`config.mk`:
```
export PLATFORM = sky130hd
export DESIGN_NAME = tape_pulse_width_encoder_top
export DESIGN_NICKNAME = d
export VERILOG_FILES = /design/src/tpwe_pkg.sv /design/src/tpwe_core.sv /design/src/tape_pulse_width_encoder_top.sv
export SDC_FILE = /design/constraint.sdc
export NUM_CORES = 1
export LEC_CHECK = 0
export BUFFER_PORTS_ARGS = -buffer_cell sky130_fd_sc_hd__buf_4
export CAP_MARGIN = 20
export CORE_ASPECT_RATIO = 1.4
export CORE_UTILIZATION = 61
export CTS_CLUSTER_SIZE = 24
export DETAILED_ROUTE_END_ITERATION = 8
export PLACE_DENSITY = 0.81
export SLEW_MARGIN = 15
export SYNTH_ARGS = -nofsm -noshare
export SYNTH_HDL_FRONTEND = slang
export SYNTH_SLANG_ARGS = --single-unit
```
`constraint.sdc`:
```
create_clock -name aclk -period 6.25 [get_ports aclk]
set_input_delay 0.3125 -clock aclk [delete_from_list [all_inputs] [get_ports aclk]]
set_output_delay 0.3125 -clock aclk [all_outputs]
set_load 0.05 [all_outputs]
```
`src/tpwe_pkg.sv`:
```
// shared types and constants for the tape pulse-width encoder
// no dependencies; used by tpwe_core and tape_pulse_width_encoder_top
package tpwe_pkg;

    localparam int unsigned PULSE_W = 16;
    localparam int unsigned COUNT_W = 10;
    localparam int unsigned ACC_W   = 24;
    localparam int unsigned TGT_W   = 17;
    localparam int unsigned ELAP_W  = 12;

    // configuration register indexes
    localparam logic [1:0] CFG_SHORT_PULSE = 2'd0;
    localparam logic [1:0] CFG_LONG_PULSE  = 2'd1;
    localparam logic [1:0] CFG_LEADER_BITS = 2'd2;
    localparam logic [1:0] CFG_TRAILER_BITS = 2'd3;

    localparam logic [PULSE_W-1:0] SHORT_PULSE_RST  = 16'd208;
    localparam logic [PULSE_W-1:0] LONG_PULSE_RST   = 16'd416;
    localparam logic [COUNT_W-1:0] LEADER_BITS_RST  = 10'd510;
    localparam logic [COUNT_W-1:0] TRAILER_BITS_RST = 10'd128;

    localparam logic [7:0]         SYNC_BYTE = 8'h55;
    localparam logic [COUNT_W-1:0] BYTE_BITS = 10'd9;   // start bit plus eight data bits

    typedef struct packed {
        logic [PULSE_W-1:0] short_pulse_ticks;
        logic [PULSE_W-1:0] long_pulse_ticks;
        logic [COUNT_W-1:0] leader_bit_count;
        logic [COUNT_W-1:0] trailer_bit_count;
    } cfg_t;

    typedef struct packed {
        logic        kind;
        logic [11:0] elapsed_ticks;
        logic [7:0]  next_byte;
        logic [15:0] block_length;
        logic        is_header;
    } item_t;

    typedef struct packed {
        logic busy_res;
        logic next_block_request;
        logic progress_pulse;
        logic byte_taken;
        logic tape_level;
    } result_t;

endpackage

```
`src/tpwe_core.sv`:
```
// encoder state machine: one step per accepted beat, result registered
// depends on tpwe_pkg
module tpwe_core (
    input  logic              aclk,
    input  logic              aresetn,
    input  logic              step_en,
    input  tpwe_pkg::item_t   item,
    input  tpwe_pkg::cfg_t    cfg,
    output tpwe_pkg::result_t result
);

    typedef enum logic [3:0] {
        PH_IDLE      = 4'd0,
        PH_LEADER    = 4'd1,
        PH_TAIL      = 4'd2,
        PH_BLOCK_END = 4'd3,
        PH_PULSE_0   = 4'd4,
        PH_PULSE_1   = 4'd5,
        PH_LOG_0     = 4'd6,
        PH_LOG_1     = 4'd7,
        PH_BYTE      = 4'd8,
        PH_BLOCK     = 4'd9
    } phase_t;

    phase_t                          phase_reg, phase_next;
    phase_t                          ret_reg, ret_next;
    logic [tpwe_pkg::ACC_W-1:0]      acc_reg, acc_next;
    logic [tpwe_pkg::TGT_W-1:0]      target_reg, target_next;
    logic [tpwe_pkg::COUNT_W-1:0]    count_reg, count_next;
    logic                            unarmed_reg, unarmed_next;
    logic [7:0]                      shift_reg, shift_next;
    logic [15:0]                     remain_reg, remain_next;
    logic                            header_reg, header_next;
    logic                            level_reg, level_next;
    tpwe_pkg::result_t               result_reg, result_next;

    logic [tpwe_pkg::ACC_W:0]        acc_sum;
    logic [tpwe_pkg::ACC_W-1:0]      acc_sat;
    logic [tpwe_pkg::COUNT_W-1:0]    count_dec;
    logic                            pulse_done;
    logic                            taken, progress, request;

    assign acc_sum   = {1'b0, acc_reg} + {{(tpwe_pkg::ACC_W + 1 - tpwe_pkg::ELAP_W){1'b0}},
                                          item.elapsed_ticks};
    assign acc_sat   = acc_sum[tpwe_pkg::ACC_W] ? {tpwe_pkg::ACC_W{1'b1}}
                                                 : acc_sum[tpwe_pkg::ACC_W-1:0];
    assign pulse_done = acc_sat > {{(tpwe_pkg::ACC_W - tpwe_pkg::TGT_W){1'b0}}, target_reg};
    assign count_dec = count_reg - 1'b1;

    always_comb begin
        phase_next   = phase_reg;
        ret_next     = ret_reg;
        acc_next     = acc_reg;
        target_next  = target_reg;
        count_next   = count_reg;
        unarmed_next = unarmed_reg;
        shift_next   = shift_reg;
        remain_next  = remain_reg;
        header_next  = header_reg;
        level_next   = level_reg;
        taken        = 1'b0;
        progress     = 1'b0;
        request      = 1'b0;

        if (item.kind) begin
            remain_next = item.block_length;
            header_next = item.is_header;
            if (phase_reg == PH_IDLE) begin
                phase_next   = PH_LEADER;
                unarmed_next = 1'b1;
            end
        end else begin
            acc_next = acc_sat;
            unique case (phase_reg)
                PH_LEADER, PH_TAIL, PH_BLOCK_END: begin
                    if (unarmed_reg) begin
                        ret_next     = phase_reg;
                        count_next   = (phase_reg == PH_LEADER) ? cfg.leader_bit_count
                                                                : cfg.trailer_bit_count;
                        unarmed_next = 1'b0;
                        phase_next   = PH_LOG_0;
                    end else begin
                        count_next = count_dec;
                        if (count_dec == '0) begin
                            if (phase_reg == PH_LEADER) begin
                                progress     = 1'b1;
                                phase_next   = PH_BYTE;
                                shift_next   = tpwe_pkg::SYNC_BYTE;
                                unarmed_next = 1'b1;
                            end else if (phase_reg == PH_BLOCK_END) begin
                                request    = 1'b1;
                                phase_next = PH_IDLE;
                            end else begin
                                phase_next = PH_LOG_1;
                                ret_next   = PH_BLOCK;
                            end
                        end else begin
                            phase_next = PH_LOG_0;
                        end
                    end
                end
                PH_PULSE_0: begin
                    level_next = 1'b0;
                    if (pulse_done) begin
                        phase_next = ret_reg;
                    end
                end
                PH_PULSE_1: begin
                    level_next = 1'b1;
                    if (pulse_done) begin
                        phase_next  = PH_PULSE_0;
                        acc_next    = '0;
                        target_next = {1'b0, cfg.long_pulse_ticks};
                    end
                end
                PH_LOG_0: begin
                    phase_next  = PH_PULSE_1;
                    acc_next    = '0;
                    target_next = {1'b0, cfg.short_pulse_ticks};
                end
                PH_LOG_1: begin
                    phase_next  = PH_PULSE_1;
                    acc_next    = '0;
                    target_next = {1'b0, cfg.short_pulse_ticks} + {1'b0, cfg.long_pulse_ticks};
                end
                PH_BYTE: begin
                    if (unarmed_reg) begin
                        unarmed_next = 1'b0;
                        count_next   = tpwe_pkg::BYTE_BITS;
                        phase_next   = PH_LOG_1;
                        ret_next     = PH_BYTE;
                    end else begin
                        count_next = count_dec;
                        if (count_dec == '0) begin
                            progress   = 1'b1;
                            phase_next = PH_BLOCK;
                        end else begin
                            phase_next = shift_reg[0] ? PH_LOG_1 : PH_LOG_0;
                            shift_next = {1'b0, shift_reg[7:1]};
                        end
                    end
                end
                PH_BLOCK: begin
                    unarmed_next = 1'b1;
                    if (remain_reg == '0) begin
                        if (header_reg) begin
                            request    = 1'b1;
                            phase_next = PH_TAIL;
                        end else begin
                            phase_next = PH_BLOCK_END;
                        end
                    end else begin
                        phase_next  = PH_BYTE;
                        shift_next  = item.next_byte;
                        taken       = 1'b1;
                        remain_next = remain_reg - 1'b1;
                    end
                end
                default: begin
                    phase_next   = PH_IDLE;
                    level_next   = 1'b0;
                    acc_next     = '0;
                    unarmed_next = 1'b1;
                end
            endcase
        end

        result_next.tape_level         = level_next;
        result_next.byte_taken         = taken;
        result_next.progress_pulse     = progress;
        result_next.next_block_request = request;
        result_next.busy_res           = (phase_next != PH_IDLE);
    end

    always_ff @(posedge aclk) begin
        if (!aresetn) begin
            phase_reg   <= PH_IDLE;
            ret_reg     <= PH_IDLE;
            acc_reg     <= '0;
            target_reg  <= '0;
            count_reg   <= '0;
            unarmed_reg <= 1'b1;
            shift_reg   <= '0;
            remain_reg  <= '0;
            header_reg  <= 1'b0;
            level_reg   <= 1'b0;
        end else if (step_en) begin
            phase_reg   <= phase_next;
            ret_reg     <= ret_next;
            acc_reg     <= acc_next;
            target_reg  <= target_next;
            count_reg   <= count_next;
            unarmed_reg <= unarmed_next;
            shift_reg   <= shift_next;
            remain_reg  <= remain_next;
            header_reg  <= header_next;
            level_reg   <= level_next;
        end
    end

    always_ff @(posedge aclk) begin
        if (step_en) begin
            result_reg <= result_next;
        end
    end

    assign result = result_reg;

endmodule

```
`src/tape_pulse_width_encoder_top.sv`:
```
// top level of the tape pulse-width encoder: stream ports, config registers
// depends on tpwe_pkg and tpwe_core
//
//   channel   dir  payload                                      beats
//   s_*       in   tuser: kind; tdata: elapsed/byte/length/hdr   one per item
//   m_*       out  tdata: level/taken/progress/request/busy      one per item
//   cfg_*     in   index 0..3, 16-bit data                       write only
//
// one item per cycle unless stalled: the step is a single pass through the state logic
// into the result register, so a result appears the cycle after its beat.
// reset clears the walk state to idle and loads the default pulse lengths
// and bit counts. the input is stalled only while the result register is
// full and m_tready is low.
module tape_pulse_width_encoder_top (
    input  logic        aclk,
    input  logic        aresetn,

    input  logic        s_tvalid,
    output logic        s_tready,
    input  logic [39:0] s_tdata,   // elapsed_ticks[11:0], next_byte[19:12],
                                   // block_length[35:20], is_header[36], zero fill
    input  logic        s_tuser,   // kind

    output logic        m_tvalid,
    input  logic        m_tready,
    output logic [7:0]  m_tdata,   // tape_level[0], byte_taken[1], progress_pulse[2],
                                   // next_block_request[3], busy_res[4], zero fill

    input  logic        cfg_wr_en,
    input  logic [1:0]  cfg_addr,
    input  logic [15:0] cfg_wdata
);

    tpwe_pkg::cfg_t    cfg_reg;
    tpwe_pkg::item_t   item;
    tpwe_pkg::result_t result;
    logic              m_tvalid_reg;
    logic              step_en;

    assign s_tready = !m_tvalid_reg || m_tready;
    assign step_en  = s_tvalid && s_tready;

    assign item.kind          = s_tuser;
    assign item.elapsed_ticks = s_tdata[11:0];
    assign item.next_byte     = s_tdata[19:12];
    assign item.block_length  = s_tdata[35:20];
    assign item.is_header     = s_tdata[36];

    always_ff @(posedge aclk) begin
        if (!aresetn) begin
            cfg_reg.short_pulse_ticks <= tpwe_pkg::SHORT_PULSE_RST;
            cfg_reg.long_pulse_ticks  <= tpwe_pkg::LONG_PULSE_RST;
            cfg_reg.leader_bit_count  <= tpwe_pkg::LEADER_BITS_RST;
            cfg_reg.trailer_bit_count <= tpwe_pkg::TRAILER_BITS_RST;
        end else if (cfg_wr_en) begin
            unique case (cfg_addr)
                tpwe_pkg::CFG_SHORT_PULSE:  cfg_reg.short_pulse_ticks <= cfg_wdata;
                tpwe_pkg::CFG_LONG_PULSE:   cfg_reg.long_pulse_ticks  <= cfg_wdata;
                tpwe_pkg::CFG_LEADER_BITS:
                    cfg_reg.leader_bit_count  <= cfg_wdata[tpwe_pkg::COUNT_W-1:0];
                tpwe_pkg::CFG_TRAILER_BITS:
                    cfg_reg.trailer_bit_count <= cfg_wdata[tpwe_pkg::COUNT_W-1:0];
                default: ;
            endcase
        end
    end

    always_ff @(posedge aclk) begin
        if (!aresetn) begin
            m_tvalid_reg <= 1'b0;
        end else if (step_en) begin
            m_tvalid_reg <= 1'b1;
        end else if (m_tready) begin
            m_tvalid_reg <= 1'b0;
        end
    end

    tpwe_core u_core (
        .aclk    (aclk),
        .aresetn (aresetn),
        .step_en (step_en),
        .item    (item),
        .cfg     (cfg_reg),
        .result  (result)
    );

    assign m_tvalid = m_tvalid_reg;
    assign m_tdata  = {3'b000, result};

endmodule
```
* After elaboration in Yosys (flattened, before gate mapping)
Cells that the tools add are included.
** Storage, ports and cells
- Output and inout bits :: 10
- Register bits after elaboration :: 144
- Bits of input ports :: 64
- Logic and storage cells :: 144
** Cells by class
- $lt $le $gt $ge :: 1
- Eq/ne operators :: 26
- Bitwise gates (word level) :: 2
- Reduce and logical (&&, ||, !) cells :: 31
- $add $sub $neg :: 4
- Mux-type cells :: 60
** Operators with widths (number)
- $mux W4 :: 15
- $pmux W17 S3 :: 1
- $mux W16 :: 3
- $mux W24 :: 2
- $mux W8 :: 6
- $pmux W24 S2 :: 1
- $mux W10 :: 3
- $add A24 B12 Y25 :: 1
- $gt A24 B17 Y1 :: 1
- $pmux W4 S6 :: 1
- $pmux W8 S3 :: 1
- $pmux W10 S2 :: 1
- $mux W1 :: 19
- $add A16 B16 Y17 :: 1
- $mux W17 :: 1
- $eq A4 B3 Y1 const B :: 4
- $logic_not A16 Y1 :: 1
- $sub A16 B1 Y16 const B :: 1
- $ne A2 B1 Y1 const B :: 6
- $reduce_and A2 Y1 :: 6
- $logic_not A10 Y1 :: 1
- $ne A2 B2 Y1 const B :: 5
- $sub A10 B1 Y10 const B :: 1
- $reduce_and A3 Y1 :: 3
- other kinds (28) :: 39

* Depth between registers and ports, before layout
Gate-level depths: netlist (run 1).
- Depth in word-level cells :: 8
- Gate-level depth with buffers :: 21
- Gate-level depth less buffers :: 19

* Hierarchy
From an unflattened synthesis (run 1), not the netlist that was laid out.
** Second synthesis, totals
- Cells, all modules :: 1123
- Area total of the unflattened synthesis :: 9115.0 µm²
** Modules (own cells, without submodules)
- tpwe_core :: cells an instance 914, sequential area each 1871.8 µm², area each 7023.0 µm², times used 1
- tape_pulse_width_encoder_top :: cells an instance 209, sequential area each 1061.0 µm², area each 2092.0 µm², times used 1

* Worst setup path after synthesis (run 1)
OpenSTA, ideal clock, no wires.
- Path kind :: input to register
- Start point :: input s_tdata[0]
- End point :: register u_core.result_reg, in the netlist u_core.result[4], data pin
- Path buffers :: 2
- Data required time :: 5974 ps
- Stages on the path :: 19
- Setup slack :: 1289 ps
- Setup time :: 276 ps
- Arrival :: 4685 ps
- Path through :: ha_1 fa_1 a211oi_2 nor4_1 or2_1 buf_4 o211ai_2 clkbuf_1 nand2_1 ha_1 a21oi_1 nand2_1 a2111oi_0 a21oi_1 a211oi_2 nor4bb_1 a21oi_1 a311oi_1 nand4_1
** RTL lines
- start, declared :: line tape_pulse_width_encoder_top.sv:20 : input logic [39:0] s_tdata,
- end signal, assigned :: line tpwe_core.sv:203 : result_reg <= result_next;
- end, declared :: line tpwe_core.sv:35 : tpwe_pkg::result_t result_reg, result_next;

==> results of run 1 <==
[logic make-up after synthesis]
family,Yosys count
flops,144
fa+ha+maj,50
buf+inv,118
simple gates,460
xor+xnor,28
mux,25
other cells,1
compound gates,357
[per-stage QoR]
stage	hold WS (ps)	worst slack (ps)	cell area, sq um
floorplan	422	1290	9060
global placement	436	593	9540
detailed placement	445	581	9540
CTS	120	699	10200
global route	140	169	10200
finish	132	660	10200
[layout make-up]
cell class                      count  area [sq um]  area share
Clock inverter                     15           209      0.0205
Sequential cell                   144          2930       0.288
Clock buffer                       17           425      0.0418
Timing Repair Buffer               76           571      0.0560
Tap cell                          189           236      0.0232
Inverter                           41           155      0.0152
Multi-Input combinational cell    923          5660       0.555
[layout by cell type, fill, tap and decap left out, types with 10 or more instances in the layout]
cell type,netlist,routed
a211oi_1,16,16
a21o_1,18,18
a21oi_1,127,126
a221oi_1,10,10
a31oi_1,15,15
a32oi_1,18,18
buf_4,5,75
clkbuf_16,0,17
dfxtp_1,139,138
ha_1,48,48
inv_1,41,40
mux2i_1,22,22
nand2_1,180,180
nand3_1,52,52
nand4_1,19,19
nor2_1,97,97
nor3_1,28,28
o21ai_0,69,69
o22ai_1,11,11
or2_2,12,12
xnor2_1,14,14
xor2_1,14,14
[report_power, final]
| group | switching, uW | internal, uW |
|---|---|---|
| sequential | 25.4 | 948 |
| clock | 414 | 672 |
| combinational | 173 | 122 |
[routing by layer]
layer / share of wire / up-vias / routed length (microns)
li1: - / 4323 / -
met5: 0 / - / 0
met3: 0.046 / 43 / 1030
met2: 0.52 / 246 / 11600
met4: 0.020 / 0 / 455
met1: 0.42 / 4011 / 9360
[critical path: stages (launching register included)]
cell and delay (ps):
dfxtp_1 310, ha_1 230, fa_1 460, a211oi_2 320, nor4_1 120, or2_1 330, o211ai_2 430, buf_4 250
and2_1 130, mux2i_1 90, ha_1 200, a21oi_1 140, nor2_1 50, a2111oi_0 570, nand4b_1 230, a211oi_2 340
nor4bb_1 530, a21oi_1 140, a311oi_1 280, nand4_1 130
[worst max path at each step]
| stage | from | end |
|---|---|---|
| 6_report | u_core.acc_reg[0] | u_core.result[4] |
| 3_5_place_dp | s_tdata[0] | u_core.result[4] |
| 5_1_grt | u_core.acc_reg[0] | u_core.acc_reg[23] |
| 3_3_place_gp | s_tdata[0] | u_core.result[4] |
| 4_1_cts | u_core.acc_reg[0] | u_core.result[4] |
| 2_1_floorplan | s_tdata[0] | u_core.result[4] |
==> impl_metrics.py, run 1 <==
metrics = {
    "run_status": {
        "outcome": "complete, no violations",
    },
    "grt": {
        "antenna_found_initial": 0,
        "grt_usage": 0.297,
        "grt_pass1_wl_microns": 37600,
        "met2_usage": 0.539,
        "grt-ovfl-total": 0,
        "grt_pass1_vias": 8217,
        "grt_use_met1": 0.353,
        "grt_max_degree": 75,
        "busiest_layer": "met2",
        "grt_use_met3": 0.0388,
    },
    "hold_path": {
        "hp-start": "cfg_wdata[3]",
        "min_path_cells": 3,
        "min_path_type": "input pin to flip-flop",
        "worstHoldEndpoint": "cfg_reg[13]",
    },
    "logic_synthesis": {
        "async_flop_share": 0,
        "syn_area_sq_um": 9050,
        "ys_top_cells_by_count": "180 x nand2_1, 139 x dfxtp_1, 127 x a21oi_1",
        "synth_fa_ha_area_frac": 0.0708,
        "synth_area_leaders": "dfxtp_1 31%, nand2_1 7.5%, a21oi_1 7.0%, ha_1 6.6%, nor2_1 4.0%",
        "synth_xor_xnor_area_share": 0.0271,
        "syn_inst": 1183,
        "yosys.area_share.simple": 0.242,
        "synth-edff-count": 5,
        "syn_area_per_cell_sq_um": 7.65,
        "synth_compound_area_frac": 0.255,
        "synthDistinctLibCells": 78,
        "synth_flop_cell": "dfxtp_1",
        "yosysTopAreaCell": "dfxtp_1",
        "synth_seq_cells": 144,
        "yosys.cell_count.top_type": "nand2_1",
        "synth.area.mux_share": 0.0281,
        "yosysWarnings": 0,
        "synth.top_cell.area_share": 0.307,
        "seq_area_frac_synth": 0.324,
        "synth_top_family_by_area": "compound AO/OA/AOI/OAI gates",
    },
    "setup_path": {
        "critPathArrivalTime_ps": 5740,
        "cp_max_fo": 10,
        "rr_endpoint": "u_core.result[4]",
        "crit_path_start_kind": "flip-flop",
        "path_class": "flip-flop to flip-flop",
        "required_ps": 6400,
        "reg2reg_depth": 19,
        "worst_setup_path_end_kind": "flip-flop",
        "r2r-start": "u_core.acc_reg[0]",
        "reg2reg_slack_ps": 660,
    },
    "die": {
        "die_h_microns": 146,
        "io_pins": 74,
        "num_rows": 52,
        "core_area_sq_um": 14400,
        "die_w_microns": 105,
        "initial_core_util": 0.627,
        "dieArea_sq_um": 15300,
    },
    "timing": {
        "tns_ps": 0,
        "rsz0062_at_grt": "no",
        "finalSetupViolCount": 0,
        "fin_skew_ps": 8.44,
        "post-route-period-util": 0.894,
        "min_period_ps": 5590,
        "fmax_ghz": 0.179,
        "finalHoldViolCount": 0,
        "worstMarginPinSlew_ps": 1040,
        "slew_headroom": 0.305,
        "finalMaxSlewViolations": 0,
    },
    "clock_network": {
        "post_cts_buffers": 0,
        "cts.path.max_buffers": 2,
        "cts-hold-fix-buffers": 0,
        "cts_tree": "built",
        "ctsResizeCount": 0,
        "clock-root-buffer": "clkbuf_16",
        "cts_buffers": 17,
        "path_clk_slew_ps": 60,
        "htreeDepth": 4,
        "cts.sink_count": 144,
        "clk_latency_ps": 430,
    },
    "route": {
        "dr.pass1.iters": 5,
        "detail_route.wl_per_cell_microns": 16.0,
        "antenna_left": 0,
        "vias": 8623,
        "viasPerCell": 6.14,
        "drc": 0,
        "routed_wirelength_microns": 22500,
        "drt_iter0_drc": 536,
    },
    "placed_design": {
        "dpl.hpwl_microns": 15400,
        "dp.cells": 1372,
        "numPortBuffers": 67,
        "gp_congestion": 0.914,
    },
    "cells_and_area": {
        "diodes": 0,
        "fillers": 1231,
        "finalNonFillerCells": 1405,
        "final_core_util": 0.705,
        "nets": 1317,
        "layout-drive-gt1-share": 0.127,
        "area_growth_syn_to_layout_pct": 12.6,
        "largest_reg_flops": 52,
    },
    "pwr": {
        "power_uw": 2350,
        "p_leak_uw": 0.00393,
        "pwr_density_cell_nw_per_um2": 231,
        "ir_drop_mv": 0.161,
    },
    "run": {
        "drv_cap": 0,
    },
}
Note: power is estimated with default switching activity, not from simulation.
==> inputs of run 2 (changes only) <==
--- a/config.mk
+++ b/config.mk
@@ -16,3 +16,4 @@
 export SYNTH_ARGS = -nofsm -noshare
 export SYNTH_HDL_FRONTEND = slang
+export SYNTH_HIERARCHICAL = 1
 export SYNTH_SLANG_ARGS = --single-unit
==> constraint.sdc (replaced) <==
create_clock -name aclk -period 6.25 [get_ports aclk]
set_input_delay 0.3125 -clock aclk [delete_from_list [all_inputs] [get_ports aclk]]
set_output_delay 0.3125 -clock aclk [all_outputs]
set_load 0.1 [all_outputs]
==> impl_metrics.py, run 2 <==
metrics = {
    "pwr": {
        "p_leak_uw": 0.00424,
        "ir_drop_mv": 0.174,
        "power_uw": 2440,
        "pwr_density_cell_nw_per_um2": 237,
    },
    "die": {
        "dieArea_sq_um": 15400,
        "io_pins": 74,
        "num_rows": 52,
        "core_area_sq_um": 14500,
        "die_w_microns": 105,
        "initial_core_util": 0.628,
        "die_h_microns": 147,
    },
    "logic_synthesis": {
        "synth_flop_cell": "dfxtp_1",
        "syn_area_per_cell_sq_um": 8.12,
        "seq_area_frac_synth": 0.322,
        "synth.top_cell.area_share": 0.305,
        "yosys.cell_count.top_type": "nand2_1",
        "synthDistinctLibCells": 79,
        "syn_inst": 1123,
        "ys_top_cells_by_count": "144 x nand2_1, 139 x dfxtp_1, 89 x nor2_1",
        "yosysTopAreaCell": "dfxtp_1",
        "synth_seq_cells": 144,
        "yosysWarnings": 6,
        "syn_area_sq_um": 9110,
        "async_flop_share": 0,
        "synth_area_leaders": "dfxtp_1 31%, mux2i_1 8.3%, ha_1 6.6%, nand2_1 5.9%, a21oi_1 4.0%",
        "synth-edff-count": 5,
    },
    "timing": {
        "rsz0062_at_grt": "no",
        "setup_ws_ps": 679,
        "worstMarginPinSlew_ps": 1120,
        "finalHoldViolCount": 0,
        "tns_ps": 0,
        "fmax_ghz": 0.179,
        "finalSetupViolCount": 0,
        "min_period_ps": 5570,
        "slew_headroom": 0.251,
        "finalMaxSlewViolations": 0,
        "fin_skew_ps": 6.51,
        "post-route-period-util": 0.891,
    },
    "cells_and_area": {
        "layout-drive-gt1-share": 0.114,
        "layout_common_cells": "144 x nand2_1, 139 x dfxtp_1, 89 x nor2_1",
        "area_growth_syn_to_layout_pct": 12.8,
        "diodes": 0,
        "finalNonFillerCells": 1350,
        "nets": 1263,
        "final_common_cell": "nand2_1",
        "largest_reg_flops": 52,
    },
    "route": {
        "viasPerCell": 6.27,
        "dr.pass1.iters": 6,
        "antenna_left": 0,
        "drc": 0,
        "drt_iter0_drc": 682,
        "routed_wirelength_microns": 22400,
        "detail_route.wl_per_cell_microns": 16.6,
        "vias": 8458,
    },
    "clock_network": {
        "clock-root-buffer": "clkbuf_16",
        "clk_latency_ps": 430,
        "cts-hold-fix-buffers": 0,
        "cts.path.max_buffers": 2,
        "path_clk_slew_ps": 60,
        "cts_tree": "built",
        "ctsResizeCount": 0,
        "htreeDepth": 4,
        "cts_buffers": 17,
        "cts.sink_count": 144,
        "post_cts_buffers": 0,
    },
    "grt": {
        "grt_max_degree": 66,
        "grt-ovfl-total": 0,
        "grt_pass1_wl_microns": 37100,
        "antenna_found_initial": 0,
        "grt_pass1_vias": 7982,
        "grt_usage": 0.296,
    },
    "setup_path": {
        "crit_path_start": "u_core/acc_reg[0]",
        "critPathArrivalTime_ps": 5930,
        "path_class": "flip-flop to flip-flop",
        "r2r-start": "u_core/acc_reg[0]",
        "crit_path_start_kind": "flip-flop",
        "worst_setup_path_end_kind": "flip-flop",
        "required_ps": 6610,
        "cp_max_fo": 16,
    },
    "hold_path": {
        "min_path_type": "input pin to flip-flop",
        "hp-start": "s_tvalid",
    },
    "run_status": {
        "outcome": "complete, no violations",
    },
    "placed_design": {
        "post-place-ws_ps": 607,
        "dpl.hpwl_microns": 15500,
        "dp.cells": 1319,
        "numPortBuffers": 67,
        "gp_congestion": 0.902,
    },
    "run": {
        "drv_cap": 0,
    },
}
-- run 2: cell types whose count changed in the layout (fill, tap and decap cells not counted), moves of 8 or more --
cell      change
mux2i_1      +54
nor2b_1      +24
a32o_1       +14
a211oi_1      +9
o211ai_1      +8
a32oi_1      -17
nor2_1        -8
nand3_1      -22
a21oi_1      -54
nand2_1      -36
-- run 2: kinds of logic (layout without fill, tap and decap cells) --
kind of cell    after synthesis  count (layout)  share of synthesized area
other cells                   1               3                   0.000411
mux                          79              79                     0.0872
fa+ha+maj                    50              50                     0.0703
xor+xnor                     28              28                     0.0269
buf+inv                     110             146                     0.0520
simple gates                405             405                      0.214
compound gates              306             306                      0.227
flops                       144             144                      0.322
-- run 2: worst max-delay path, stage by stage (launching register included) --
cell and delay, ps:
dfxtp_1 310, ha_1 220, fa_1 410, a21oi_1 250, o211a_1 270, nand4b_4 180
and2_1 220, or2_2 300, nand3_1 160, ha_1 340, a21oi_1 160, nand2_1 60
a2111o_1 390, a211oi_1 270, o221ai_1 170, or3b_4 460, o311ai_4 420, and2_1 610
a32o_1 280
-- run 2: final timing paths --
kind	end	slack (ps)	cells past startpoint
worst max-delay path	u_core/acc_reg[12]	680	18
worst min-delay path	m_tvalid	140	3
worst max register to register	u_core/acc_reg[12]	680	18
worst min register to register	u_core/ret_reg[2]	430	2
-- run 2: final cells by class --
cell class / count / area [sq um]
clock buffers: 21 / 482
clock inverters: 10 / 204
fillers: 1127 / 4220
inverters: 39 / 146
multi-input cells: 871 / 5720
flip-flops and latches: 144 / 2930
well taps: 189 / 236
repair buffers: 76 / 568
-- run 2: power breakdown --
group | switching, uW | internal (uW)
Sequential | 17.7 | 946
Combinational | 182 | 114
Clock | 389 | 790
Total | 589 | 1850
-- run 2: routing by layer --
| metal | up-vias | track usage | share of wire |
|---|---|---|---|
| li1 | 4145 | - | - |
| met1 | 3990 | 0.347 | 0.42 |
| met2 | 268 | 0.519 | 0.50 |
| met3 | 55 | 0.0491 | 0.047 |
| met4 | 0 | 0.144 | 0.032 |
| met5 | - | 0 | 0 |
-- run 2: metrics by stage --
stage	util	hold slack (ps)	area, sq um
global placement	0.661	423	9590
global route	0.709	156	10300
CTS	0.709	133	10300
finish	0.709	138	10300
floorplan	-	410	9120
detailed placement	0.662	426	9600
